--- src/rtl/core/sticky_masked_interrupt_controller_unit_assert.svh ---
// Assertion macros shared by the interrupt controller RTL.
// No dependencies; include after the module header.
`ifndef STICKY_MASKED_INTERRUPT_CONTROLLER_UNIT_ASSERT_SVH
`define STICKY_MASKED_INTERRUPT_CONTROLLER_UNIT_ASSERT_SVH
`ifndef SYNTHESIS
// Check that cond holds in the same cycle as trig.
`define SMIC_ASSERT_SAME(label, clk, rst, trig, cond) \
  label: assert property (@(posedge clk) disable iff (rst) (trig) |-> (cond)) \
    else $error("assertion failed");
// Check that cond holds in the cycle after trig.
`define SMIC_ASSERT_NEXT(label, clk, rst, trig, cond) \
  label: assert property (@(posedge clk) disable iff (rst) (trig) |=> (cond)) \
    else $error("assertion failed");
`else
`define SMIC_ASSERT_SAME(label, clk, rst, trig, cond)
`define SMIC_ASSERT_NEXT(label, clk, rst, trig, cond)
`endif
`endif

--- src/rtl/core/smic_pkg.sv ---
// Package for the sticky masked interrupt controller: codes, offsets, item types.
// No dependencies.
`default_nettype none
package smic_pkg;

  localparam int unsigned DATA_W = 8;
  localparam int unsigned ADDR_W = 32;

  // Item kinds carried on s_tuser
  localparam logic [1:0] OP_SOURCE = 2'd0;
  localparam logic [1:0] OP_WRITE  = 2'd1;
  localparam logic [1:0] OP_READ   = 2'd2;

  // Register offsets
  localparam logic [ADDR_W-1:0] OFS_PENDING = 32'h0000_0000;
  localparam logic [ADDR_W-1:0] OFS_CLEAR   = 32'h0000_0008;
  localparam logic [ADDR_W-1:0] OFS_MASK_RD = 32'h0000_0010;
  localparam logic [ADDR_W-1:0] OFS_MASK_WR = 32'h0000_0018;
  localparam logic [ADDR_W-1:0] OFS_ACK1    = 32'h0000_0020;
  localparam logic [ADDR_W-1:0] OFS_ACK2    = 32'h0000_0028;
  localparam logic [ADDR_W-1:0] OFS_ACK3    = 32'h0000_0030;
  localparam logic [ADDR_W-1:0] OFS_LIMIT   = 32'h0000_0038;

  // Bus status codes
  localparam logic [1:0] ST_OK          = 2'd0;
  localparam logic [1:0] ST_UNPERMITTED = 2'd1;
  localparam logic [1:0] ST_UNMAPPED    = 2'd2;
  localparam logic [1:0] ST_RESERVED    = 2'd3;

  // Configuration register indexes
  localparam logic [1:0] CFG_STICKY = 2'd0;
  localparam logic [1:0] CFG_ACK1   = 2'd1;
  localparam logic [1:0] CFG_ACK2   = 2'd2;
  localparam logic [1:0] CFG_ACK3   = 2'd3;

  localparam logic [DATA_W-1:0] STICKY_RESET = 8'h07;

  typedef struct packed {
    logic [3:0]        pad;
    logic [DATA_W-1:0] write_byte;
    logic [ADDR_W-1:0] bus_address;
    logic              source_level;
    logic [2:0]        source_index;
  } in_item_t;

  typedef struct packed {
    logic [4:0]        pad;
    logic              irq_line;
    logic [1:0]        bus_status;
    logic [DATA_W-1:0] read_byte;
  } out_item_t;

endpackage
`default_nettype wire

--- src/rtl/core/sticky_masked_interrupt_controller_unit.sv ---
// A transfer accepted into the input register moves on to the result register.
// Throughput: one item per clock; the input register and the result register
// advance together whenever the result slot is empty or being taken.
// Reset (rst, synchronous): pending bits and mask clear, sticky set = 0x07,
// ack slots = 0, both pipeline slots empty.
// Depends on smic_pkg and sticky_masked_interrupt_controller_unit_assert.svh.
`default_nettype none
module sticky_masked_interrupt_controller_unit #(
  parameter int unsigned SOURCE_COUNT = 8
) (
  input  wire logic        clk,
  input  wire logic        rst,
  // Configuration write port
  input  wire logic        cfg_we,
  input  wire logic [1:0]  cfg_index,
  input  wire logic [7:0]  cfg_data,
  // Input stream
  input  wire logic        s_tvalid,
  output      logic        s_tready,
  // s_tdata: source_index[2:0], source_level[3], bus_address[35:4],
  //          write_byte[43:36], zero fill[47:44]
  input  wire logic [47:0] s_tdata,
  // s_tuser: op[1:0]
  input  wire logic [1:0]  s_tuser,
  // Result stream
  output      logic        m_tvalid,
  input  wire logic        m_tready,
  // m_tdata: read_byte[7:0], bus_status[9:8], irq_line[10], zero fill[15:11]
  output      logic [15:0] m_tdata
);

  localparam int unsigned DW = smic_pkg::DATA_W;
  localparam logic [3:0] SRC_LIMIT = 4'(SOURCE_COUNT);

  // Configuration registers
  logic [DW-1:0] sticky_sources;
  logic [DW-1:0] ack_slot_one;
  logic [DW-1:0] ack_slot_two;
  logic [DW-1:0] ack_slot_three;

  // Architectural state
  logic [SOURCE_COUNT-1:0] pending_bits;
  logic [SOURCE_COUNT-1:0] pending_bits_next;
  logic [DW-1:0]           enable_mask;
  logic [DW-1:0]           enable_mask_next;

  // Input register
  logic                in_valid;
  logic [1:0]          in_op;
  smic_pkg::in_item_t  in_item;

  // Result register
  smic_pkg::out_item_t out_item;
  smic_pkg::out_item_t out_item_next;

  logic                    advance;
  logic                    src_ok;
  logic [SOURCE_COUNT-1:0] src_hit;
  logic [DW-1:0]           pend_wide;
  logic [1:0]              fail_status;

  // The item in the input register moves on when the result slot frees up.
  assign advance  = in_valid && (!m_tvalid || m_tready);
  assign s_tready = !in_valid || advance;
  assign m_tdata  = out_item;

  always_ff @(posedge clk) begin
    if (rst) begin
      sticky_sources <= smic_pkg::STICKY_RESET;
      ack_slot_one   <= '0;
      ack_slot_two   <= '0;
      ack_slot_three <= '0;
    end else if (cfg_we) begin
      case (cfg_index)
        smic_pkg::CFG_STICKY: sticky_sources <= cfg_data;
        smic_pkg::CFG_ACK1:   ack_slot_one   <= cfg_data;
        smic_pkg::CFG_ACK2:   ack_slot_two   <= cfg_data;
        smic_pkg::CFG_ACK3:   ack_slot_three <= cfg_data;
        default: ;
      endcase
    end
  end

  // Decode the source event target; indexes past the source count hit nothing.
  assign src_ok = {1'b0, in_item.source_index} < SRC_LIMIT;

  always_comb begin
    for (int i = 0; i < SOURCE_COUNT; i++) begin
      src_hit[i] = src_ok && (in_item.source_index == 3'(i));
    end
  end

  always_comb begin
    pend_wide = '0;
    pend_wide[SOURCE_COUNT-1:0] = pending_bits;
  end

  assign fail_status = (in_item.bus_address < smic_pkg::OFS_LIMIT) ?
                       smic_pkg::ST_UNPERMITTED : smic_pkg::ST_UNMAPPED;

  // Single-pass update: state change and result from the held item.
  always_comb begin
    pending_bits_next        = pending_bits;
    enable_mask_next         = enable_mask;
    out_item_next            = '0;
    out_item_next.bus_status = smic_pkg::ST_OK;
    case (in_op)
      smic_pkg::OP_SOURCE: begin
        if (in_item.source_level) begin
          pending_bits_next = pending_bits | src_hit;
        end else begin
          // Sticky sources ignore the falling level
          pending_bits_next = pending_bits &
                              ~(src_hit & ~sticky_sources[SOURCE_COUNT-1:0]);
        end
      end
      smic_pkg::OP_WRITE: begin
        if (in_item.bus_address == smic_pkg::OFS_CLEAR) begin
          pending_bits_next = pending_bits & ~in_item.write_byte[SOURCE_COUNT-1:0];
        end else if (in_item.bus_address == smic_pkg::OFS_MASK_WR) begin
          enable_mask_next = in_item.write_byte;
        end else begin
          out_item_next.bus_status = fail_status;
        end
      end
      smic_pkg::OP_READ: begin
        if (in_item.bus_address == smic_pkg::OFS_PENDING) begin
          out_item_next.read_byte = pend_wide & enable_mask;
        end else if (in_item.bus_address == smic_pkg::OFS_MASK_RD) begin
          out_item_next.read_byte = enable_mask;
        end else if (in_item.bus_address == smic_pkg::OFS_ACK1) begin
          out_item_next.read_byte = ack_slot_one;
        end else if (in_item.bus_address == smic_pkg::OFS_ACK2) begin
          out_item_next.read_byte = ack_slot_two;
        end else if (in_item.bus_address == smic_pkg::OFS_ACK3) begin
          out_item_next.read_byte = ack_slot_three;
        end else begin
          out_item_next.bus_status = fail_status;
        end
      end
      default: ;
    endcase
    // irq reflects the state left behind by this item
    out_item_next.irq_line =
      |(pending_bits_next & enable_mask_next[SOURCE_COUNT-1:0]);
  end

  // Control and state
  always_ff @(posedge clk) begin
    if (rst) begin
      in_valid     <= 1'b0;
      m_tvalid     <= 1'b0;
      pending_bits <= '0;
      enable_mask  <= '0;
    end else begin
      if (s_tready) begin
        in_valid <= s_tvalid;
      end
      if (advance) begin
        m_tvalid     <= 1'b1;
        pending_bits <= pending_bits_next;
        enable_mask  <= enable_mask_next;
      end else if (m_tready) begin
        m_tvalid <= 1'b0;
      end
    end
  end

  // Payload: hold until the next transfer
  always_ff @(posedge clk) begin
    if (s_tvalid && s_tready) begin
      in_op   <= s_tuser;
      in_item <= s_tdata;
    end
    if (advance) begin
      out_item <= out_item_next;
    end
  end

`include "sticky_masked_interrupt_controller_unit_assert.svh"

  // A waiting result always shows the irq of the current state
  `SMIC_ASSERT_SAME(a_irq_matches_state, clk, rst, m_tvalid,
    out_item.irq_line == (|(pend_wide & enable_mask)))
  // The reserved status code is never produced
  `SMIC_ASSERT_SAME(a_status_legal, clk, rst, m_tvalid,
    out_item.bus_status != smic_pkg::ST_RESERVED)
  // Input back-pressure only when both slots are full and the output stalls
  `SMIC_ASSERT_SAME(a_ready_reason, clk, rst, !s_tready,
    in_valid && m_tvalid && !m_tready)
  // An advancing item always lands in the result slot
  `SMIC_ASSERT_NEXT(a_advance_fills, clk, rst, advance, m_tvalid)

endmodule
`default_nettype wire

--- config.mk ---
export PLATFORM = sky130hd
export DESIGN_NAME = sticky_masked_interrupt_controller_unit
export DESIGN_NICKNAME = d
export VERILOG_FILES = /design/src/rtl/core/smic_pkg.sv /design/src/rtl/core/sticky_masked_interrupt_controller_unit.sv
export VERILOG_INCLUDE_DIRS = /design/src /design/src/rtl/core
export SDC_FILE = /design/constraint.sdc
export NUM_CORES = 1
export LEC_CHECK = 0
export BUFFER_PORTS_ARGS = -buffer_cell sky130_fd_sc_hd__buf_2
export CORE_MARGIN = 2
export CORE_UTILIZATION = 50
export CTS_CLUSTER_DIAMETER = 60
export DETAILED_ROUTE_END_ITERATION = 10
export PLACE_DENSITY = 0.75
export SLEW_MARGIN = 30
export SYNTH_ARGS = -nofsm -noshare
export SYNTH_HDL_FRONTEND = slang
export SYNTH_SLANG_ARGS = --single-unit
--- constraint.sdc ---
create_clock -name clk -period 2.6 [get_ports clk]
set_clock_uncertainty 0.2 [all_clocks]
set_input_delay 0.13 -clock clk [delete_from_list [all_inputs] [get_ports clk]]
set_output_delay 0.13 -clock clk [all_outputs]
set_load 0.02 [all_outputs]
==> results of run 1 <==
## logic make-up after synthesis
group	Yosys count	share of synthesized area, %
buf+inv	32	3.310
other cells	1	0.07875
fa+ha+maj	3	0.7883
flops	107	56.96
simple gates	149	17.76
compound gates	64	9.985
mux	52	11.11
## cell type report
cell class / count / area share [%]
Inverter: 5 / 0.3073
Timing Repair Buffer: 150 / 18.19
Multi-Input combinational cell: 273 / 31.54
Clock buffer: 10 / 2.089
Tap cell: 129 / 2.642
Sequential cell: 107 / 44.41
Clock inverter: 6 / 0.8193
## power by group through the flow
| stage | Sequential, µW | Clock, µW | Combinational (µW) |
|---|---|---|---|
| detailed placement | 1940 | 0 | 263 |
| CTS | 1900 | 946 | 330 |
| global placement | 1930 | 0 | 252 |
| floorplan | 1940 | 0 | 150 |
| finish | 1900 | 936 | 334 |
| global route | 1910 | 1010 | 361 |
## worst max-delay path: cells and delay by family (launching register included)
family	cells	cell delay, ns
AO/OA/AOI/OAI	2	0.37
flip-flops	1	0.41
AND/OR/NAND/NOR	4	1.30
## metrics by stage
| stage | std cells | setup TNS (ns) | util, % | area (µm²) |
|---|---|---|---|---|
| after global routing | 680 | -0.02626 | 66.11 | 6108 |
| after floorplan | 412 | 0 | - | 4777 |
| after global placement | 607 | 0 | 57.83 | 5344 |
| after detailed placement | 607 | 0 | 57.83 | 5344 |
| final | 680 | 0 | 66.11 | 6108 |
| after CTS | 680 | 0 | 65.93 | 6092 |
## worst min path at each step
| stage | start | end | slack (ns) | cells past startpoint |
|---|---|---|---|---|
| after CTS | cfg_index[0] | sticky_sources[6]$_SDFFE_PP0P_ | 0.11 | 5 |
| after floorplan | s_tdata[0] | in_item[0]$_DFFE_PP_ | 0.03 | 0 |
| after detailed placement | s_tdata[43] | in_item[43]$_DFFE_PP_ | 0.11 | 1 |
| final | cfg_index[1] | sticky_sources[6]$_SDFFE_PP0P_ | 0.12 | 5 |
| after global placement | s_tdata[43] | in_item[43]$_DFFE_PP_ | 0.11 | 1 |
| after global routing | cfg_index[1] | sticky_sources[5]$_SDFFE_PP0P_ | 0.13 | 5 |
## sequential cells by signal, summed over array words and instances (netlist names)
register / count
in_item: 44
m_tdata: 11
ack_slot_one: 8
ack_slot_three: 8
ack_slot_two: 8
enable_mask: 8
pend_wide: 8
sticky_sources: 8
in_op: 2
in_valid: 1
m_tvalid: 1
## Yosys cell counts (3+ instances only)
library cell / n
a22oi_1: 11
buf_4: 5
inv_1: 4
a211o_1: 3
nor3_1: 6
nand3_1: 16
nand3b_1: 5
nand2_1: 32
o21ai_0: 14
nor4_2: 3
nor4_4: 3
a21oi_1: 13
clkbuf_1: 16
nor2b_1: 7
mux2_2: 5
nor4b_1: 4
buf_2: 3
mux2i_1: 45
or3_1: 3
edfxtp_1: 57
nor4_1: 4
a211oi_2: 8
ha_1: 3
o221ai_1: 4
nor2_1: 51
dfxtp_1: 50
## metal layers
layer | global-route usage (%) | routed length, µm | vias up
li1 | - | - | 1773
met1 | 26.82 | 4451 | 1803
met2 | 40.54 | 6031 | 118
met3 | 3.451 | 534 | 16
met4 | 8.316 | 178 | 0
met5 | 0 | 0 | -
## repair_timing
action,in CTS,in global routing
hold buffers,57,0
setup endpoints to repair,0,9
setup buffers,0,0
resized for setup,0,3
hold endpoints to repair,80,0
==> metrics.txt, run 1 <==
Via Count=3710; Design Power=3168 µW; Critical Path AT=around 2.5 ns; Synth top area share=around 36%; max-slew violations=0; DRT Pass-1 Iters=5; Routed WL=~11000 µm; Worst Hold Class=in -> reg; worst slew pin tran=slightly above 0.9 ns; f_max=between 300 and 400 MHz; max-cap viol count=0; initial drt markers=198; Port Buffers=between 70 and 80; commonest non-fill, non-tap cell in the layout=buf_2; Post-synth EDFFs=between 50 and 60; Synth async-reset ratio=0%; row count=35; hold slack final=roughly 0.12 ns; logic gate share of total power=10.6%; count of cell types in the netlist=53; clock slew at reported path FFs=0.10 ns; outcome=finished clean; endpoint class of the critical path=register; Area contributors post-synth=edfxtp_1 (36%), dfxtp_1 (21%), mux2i_1 (9.5%); Reg2Reg Setup Slack=approximately 0.06 ns; pre-CTS setup slack=0.04382 ns; CTS root buf=clkbuf_8; static leakage=~0.0024 µW; Seq/Total Area, Yosys=56.96%; htree depth=3; post-DP HPWL=~7400 µm; Nets=614; largest net degree at the start of global routing=between 50 and 60; synthesized area=roughly 4800 µm²; DRC=0; WL/cell=between 15 and 20 µm; Final Wtd Congestion=0.9291; most frequent cells in the layout=buf_2 (73), dlygate4sd3_1 (57), edfxtp_1 (57); RR Startpoint=in_item[19]$_DFFE_PP_; P&R area growth vs syn=28.27%; total gr overflow=0; Power Density=approximately 520 nW/µm²; Cells after Synth=a little over 400; worst endpoint required time=around 2.5 ns; Reg-to-Reg End=m_tdata[10]$_DFFE_PP_; TritonCTS Buffers=9; vias in the first global route=between 3000 and 4000; worst-path fanout max=6; Chip Width=101.6 µm; clk buf depth=2; RSZ-0062 raised after global routing=true; worst vdd ir=~320 µV; FF+latch count, synth=roughly 110; Reg2Reg Depth=6; Final Hold Fails=0; sw power=about 790 µW; max_slew headroom=between 30% and 40%; CTS sink count=107; FF/Latch Area=about 2700 µm²; share of power burned in registers=around three fifths; worst setup margin=about 0.06 ns; layout cells sized above 1=about a quarter; sw frac=about 25%; CTS tree=yes; Worst-Skew Late Latency=between 0.3 and 0.4 ns; routed vias/inst=between 5 and 6; Tmin final=between 2 and 3 ns; IO Count=between 80 and 90; crit path kind=reg -> reg; Die Span Y=101.6 µm; Total GRT Usage=22.41%; yosys warns=0; setup violators final=0; CP Launch Type=register; Setup crit start=in_item[19]$_DFFE_PP_; post-route ant nets=0; initial core utilization=between 50% and 60%; slowest cell delay on critical path=between 0.6 and 0.7 ns; prevailing post-synth register cell=edfxtp_1; Die ar.=about 10000 µm²; Crit-path slowest cell=or4_1; CP Cell Sequence=nor4_2 > nand4_2 > or4_1 > a21oi_2 > a2bb2oi_2 > nand4_1; leading area contributor after synthesis=edfxtp_1; filler cell count=674; period utilisation layout=between 90% and 100%; initial antenna violation count=0; clock network power share=29.5%; first-pass GRT wire length=around 18000 µm; internal cell power=2378 µW; area occupied by multi-input gates=1927 µm²; mean post-synth cell area=roughly 12 µm²; Critical Path Sink=m_tdata[10]$_DFFE_PP_; Ant. Diodes=0; core area=9240 µm²
No activity file was read; power rests on OpenSTA's default activity.
==> inputs of run 2 (changes only) <==
--- a/config.mk
+++ b/config.mk
@@ -6,12 +6,14 @@
 export SDC_FILE = /design/constraint.sdc
 export NUM_CORES = 1
 export LEC_CHECK = 0
-export BUFFER_PORTS_ARGS = -buffer_cell sky130_fd_sc_hd__buf_2
+export ABC_AREA = 1
+export BUFFER_PORTS_ARGS = -buffer_cell sky130_fd_sc_hd__buf_4
 export CORE_MARGIN = 2
-export CORE_UTILIZATION = 50
+export CORE_UTILIZATION = 51
 export CTS_CLUSTER_DIAMETER = 60
 export DETAILED_ROUTE_END_ITERATION = 10
-export PLACE_DENSITY = 0.75
+export GPL_TIMING_DRIVEN = 0
+export PLACE_DENSITY = 0.76
 export SLEW_MARGIN = 30
 export SYNTH_ARGS = -nofsm -noshare
 export SYNTH_HDL_FRONTEND = slang
==> run 2 against run 1 <==
  * Non-clock buffer count increased by 4
  * Setup slack improved by 0.33 ns
  * First-iteration DRC count increased by 66%
  * Area after synthesis increased by 6.1%
  * Fmax increased by 15%
  * Combinational power increased by 39%
  * Largest power group unchanged
==> metrics.txt, run 2 <==
crit path kind=reg -> reg; share of power burned in registers=between 50% and 60%; Nets=between 800 and 900; cell with the most instances after synthesis=nand2_1; core area=9684 µm²; initial drt markers=between 300 and 400; endpoint class of the critical path=register; mean post-synth cell area=8.510 µm²; Critical Path AT=about 2.2 ns; leading area contributor after synthesis=edfxtp_1; Setup TNS=0 ns; clk buf depth=2; Largest Register=in_item; CTS tree=yes; first-pass GRT wire length=20550 µm; Tmin final=2.211 ns; Reg2Reg Depth=9; commonest non-fill, non-tap cell in the layout=nand2_1; Cells after Synth=~590; area occupied by multi-input gates=between 1500 and 2000 µm²; Die ar.=roughly 11000 µm²; CP Cell Sequence=inv_1 > nand2_1 > nor2_2 > nand2_2 > nor2_4 > nand4_2 > o22ai_1 > inv_1 > a21oi_1; Final Hold Fails=0; logic gate share of total power=13.9%; routed vias/inst=5.046; RSZ-0062 raised after global routing=false; htree depth=3; FF/Latch Area=about 2700 µm²; CP top delay family=simple AND/OR/NAND/NOR gates; initial core utilization=52.20%; Min-Delay Endpoint=sticky_sources[0]$_SDFFE_PP1P_; Reg-to-Reg End=m_tdata[0]$_SDFFCE_PP0P_; Port Buffers=73; Seq/Total Area, Yosys=53.66%; Crit-path slowest cell=edfxtp_1; max_slew headroom=63.93%; slowest cell delay on critical path=0.40 ns; period utilisation layout=a little under nine tenths; IO Count=83; cell mode on critical path=inv_1; Ant. Diodes=0; DRC=0; sw frac=26.38%; worst endpoint required time=about 2.6 ns; post-route ant nets=0; largest net degree at the start of global routing=35; count of cell types in the netlist=30; worst-path fanout max=9; synthesized area=between 5000 and 6000 µm²; Min-Delay Path Depth=4; internal cell power=2454 µW; total gr overflow=0; outcome=finished clean; Post-synth EDFFs=57; TritonCTS Buffers=9; Synth top area share=33.86%; sw power=around 880 µW; max reg flops=44; Synth async-reset ratio=0%; clock network power share=roughly 28%; most frequent cells in the layout=nand2_1 (98), inv_1 (85), buf_4 (80); WP buf/inv=2; Power Density=approximately 510 nW/µm²; Design Power=roughly 3300 µW; Total GRT Usage=23.87%; Die Span Y=103.6 µm; vias in the first global route=between 4000 and 5000; top post-synthesis cells by count=nand2_1 (98), inv_1 (86), a21oi_1 (68); max-cap viol count=0; setup violators final=0; Worst-Skew Late Latency=approximately 0.37 ns; yosys warns=0; CTS sink count=107; P&R area growth vs syn=29.83%; DRT Pass-1 Iters=5; WL/cell=between 10 and 15 µm; Chip Width=between 100 and 150 µm; layout cells sized above 1=18.10%; hold_sp=rst; Via Count=roughly 4400; Reg2Reg Setup Slack=roughly 0.4 ns; initial antenna violation count=0; CP Launch Type=register; FF+latch count, synth=107; Worst Hold Class=in -> reg; row count=36; Area contributors post-synth=edfxtp_1 (34%), dfxtp_1 (20%), nand2_1 (7.3%); post-DP HPWL=approximately 8500 µm; worst vdd ir=between 300 and 400 µV; max-slew violations=0; prevailing post-synth register cell=edfxtp_1; Routed WL=roughly 12000 µm; Final Wtd Congestion=about 0.91; CTS root buf=clkbuf_8; static leakage=a little under 0.003 µW; CTS resizes=0; worst slew pin tran=between 0.5 and 0.6 ns; RR Startpoint=in_item[31]$_DFFE_PP_; clock slew at reported path FFs=0.11 ns; filler cell count=753; f_max=about 450 MHz
## run 2: cell types whose count changed after synthesis, moves of 9 or more
cell	delta
inv_1	+82
o21ai_0	+37
a22oi_1	-9
nand2_1	+66
a21oi_1	+55
nand4_1	+9
nand3_1	+17
mux2i_1	-45
o21ai_1	+12
## run 2: power by group through the flow
stage	clock (µW)	sequential, µW	combinational (µW)
floorplan	0	1960	229
global placement	0	1960	374
finish	941	1930	464
CTS	957	1930	456
global route	1020	1940	519
detailed placement	0	1970	386
## run 2: worst max-delay path by stage
stage,start,endpoint,slack [ns],depth (start not counted)
after CTS,in_item[31]$_DFFE_PP_,m_tdata[0]$_SDFFCE_PP0P_,0.36,9
after global routing,in_item[33]$_DFFE_PP_,m_tdata[0]$_SDFFCE_PP0P_,0.20,9
after detailed placement,in_item[31]$_DFFE_PP_,m_tdata[0]$_SDFFCE_PP0P_,0.40,9
after global placement,m_tvalid$_SDFFE_PP0P_,in_item[35]$_DFFE_PP_,0.33,3
final,in_item[31]$_DFFE_PP_,m_tdata[0]$_SDFFCE_PP0P_,0.39,9
after floorplan,m_tvalid$_SDFFE_PP0P_,in_item[0]$_DFFE_PP_,0.36,3
## run 2: final cells by class
class / instances / area share (%)
buffer: 22 / 1.964
clock inverter: 6 / 0.7626
tap: 133 / 2.536
timing repair buffer: 132 / 17.50
inverter: 94 / 5.377
sequential: 107 / 41.33
multi-input combinational: 375 / 28.58
clock buffer: 10 / 1.945
## run 2: timing repair
action	in CTS	in global routing
endpoints found under the setup margin	0	0
hold buffers	58	0
setup buffers	0	0
hold endpoints to repair	80	0
## run 2: kinds of logic (layout without fill, tap and decap cells)
family	Yosys count	count (layout)	synth area share, %
buffers and inverters	116	264	9.530
adders and majority gates	3	3	0.7427
and+or+nand+nor	225	225	21.58
other	1	5	0.07419
AOI/OAI and AO/OA	142	142	14.41
DFF	107	107	53.66
## run 2: tightest hold or removal path, delay by kind of cell
kind | cells | cell delay (ns)
buffers and inverters | 3 | 0.35
AND/OR/NAND/NOR | 1 | 0.13
## run 2: layer usage
layer / vias up / global-route usage, % / share of wire [%]
met3: 36 / 4.909 / 5.7
li1: 2255 / - / -
met1: 1997 / 28.37 / 42
met5: - / 0 / 0
met4: 0 / 9.749 / 3.1
met2: 147 / 42.24 / 49
## run 2: stage by stage
stage               instances  util, %  cell area (µm²)  hold WS [ns]  setup slack, ns
floorplan                 598        -             5070       0.02887           0.3588
global placement          804    59.73             5784        0.1080           0.3320
detailed placement        805    59.94             5804        0.1093           0.3971
CTS                       879    67.76             6563       0.06069           0.3553
global route              879    67.76             6563        0.1306           0.1953
finish                    879    67.76             6563       0.07464           0.3887
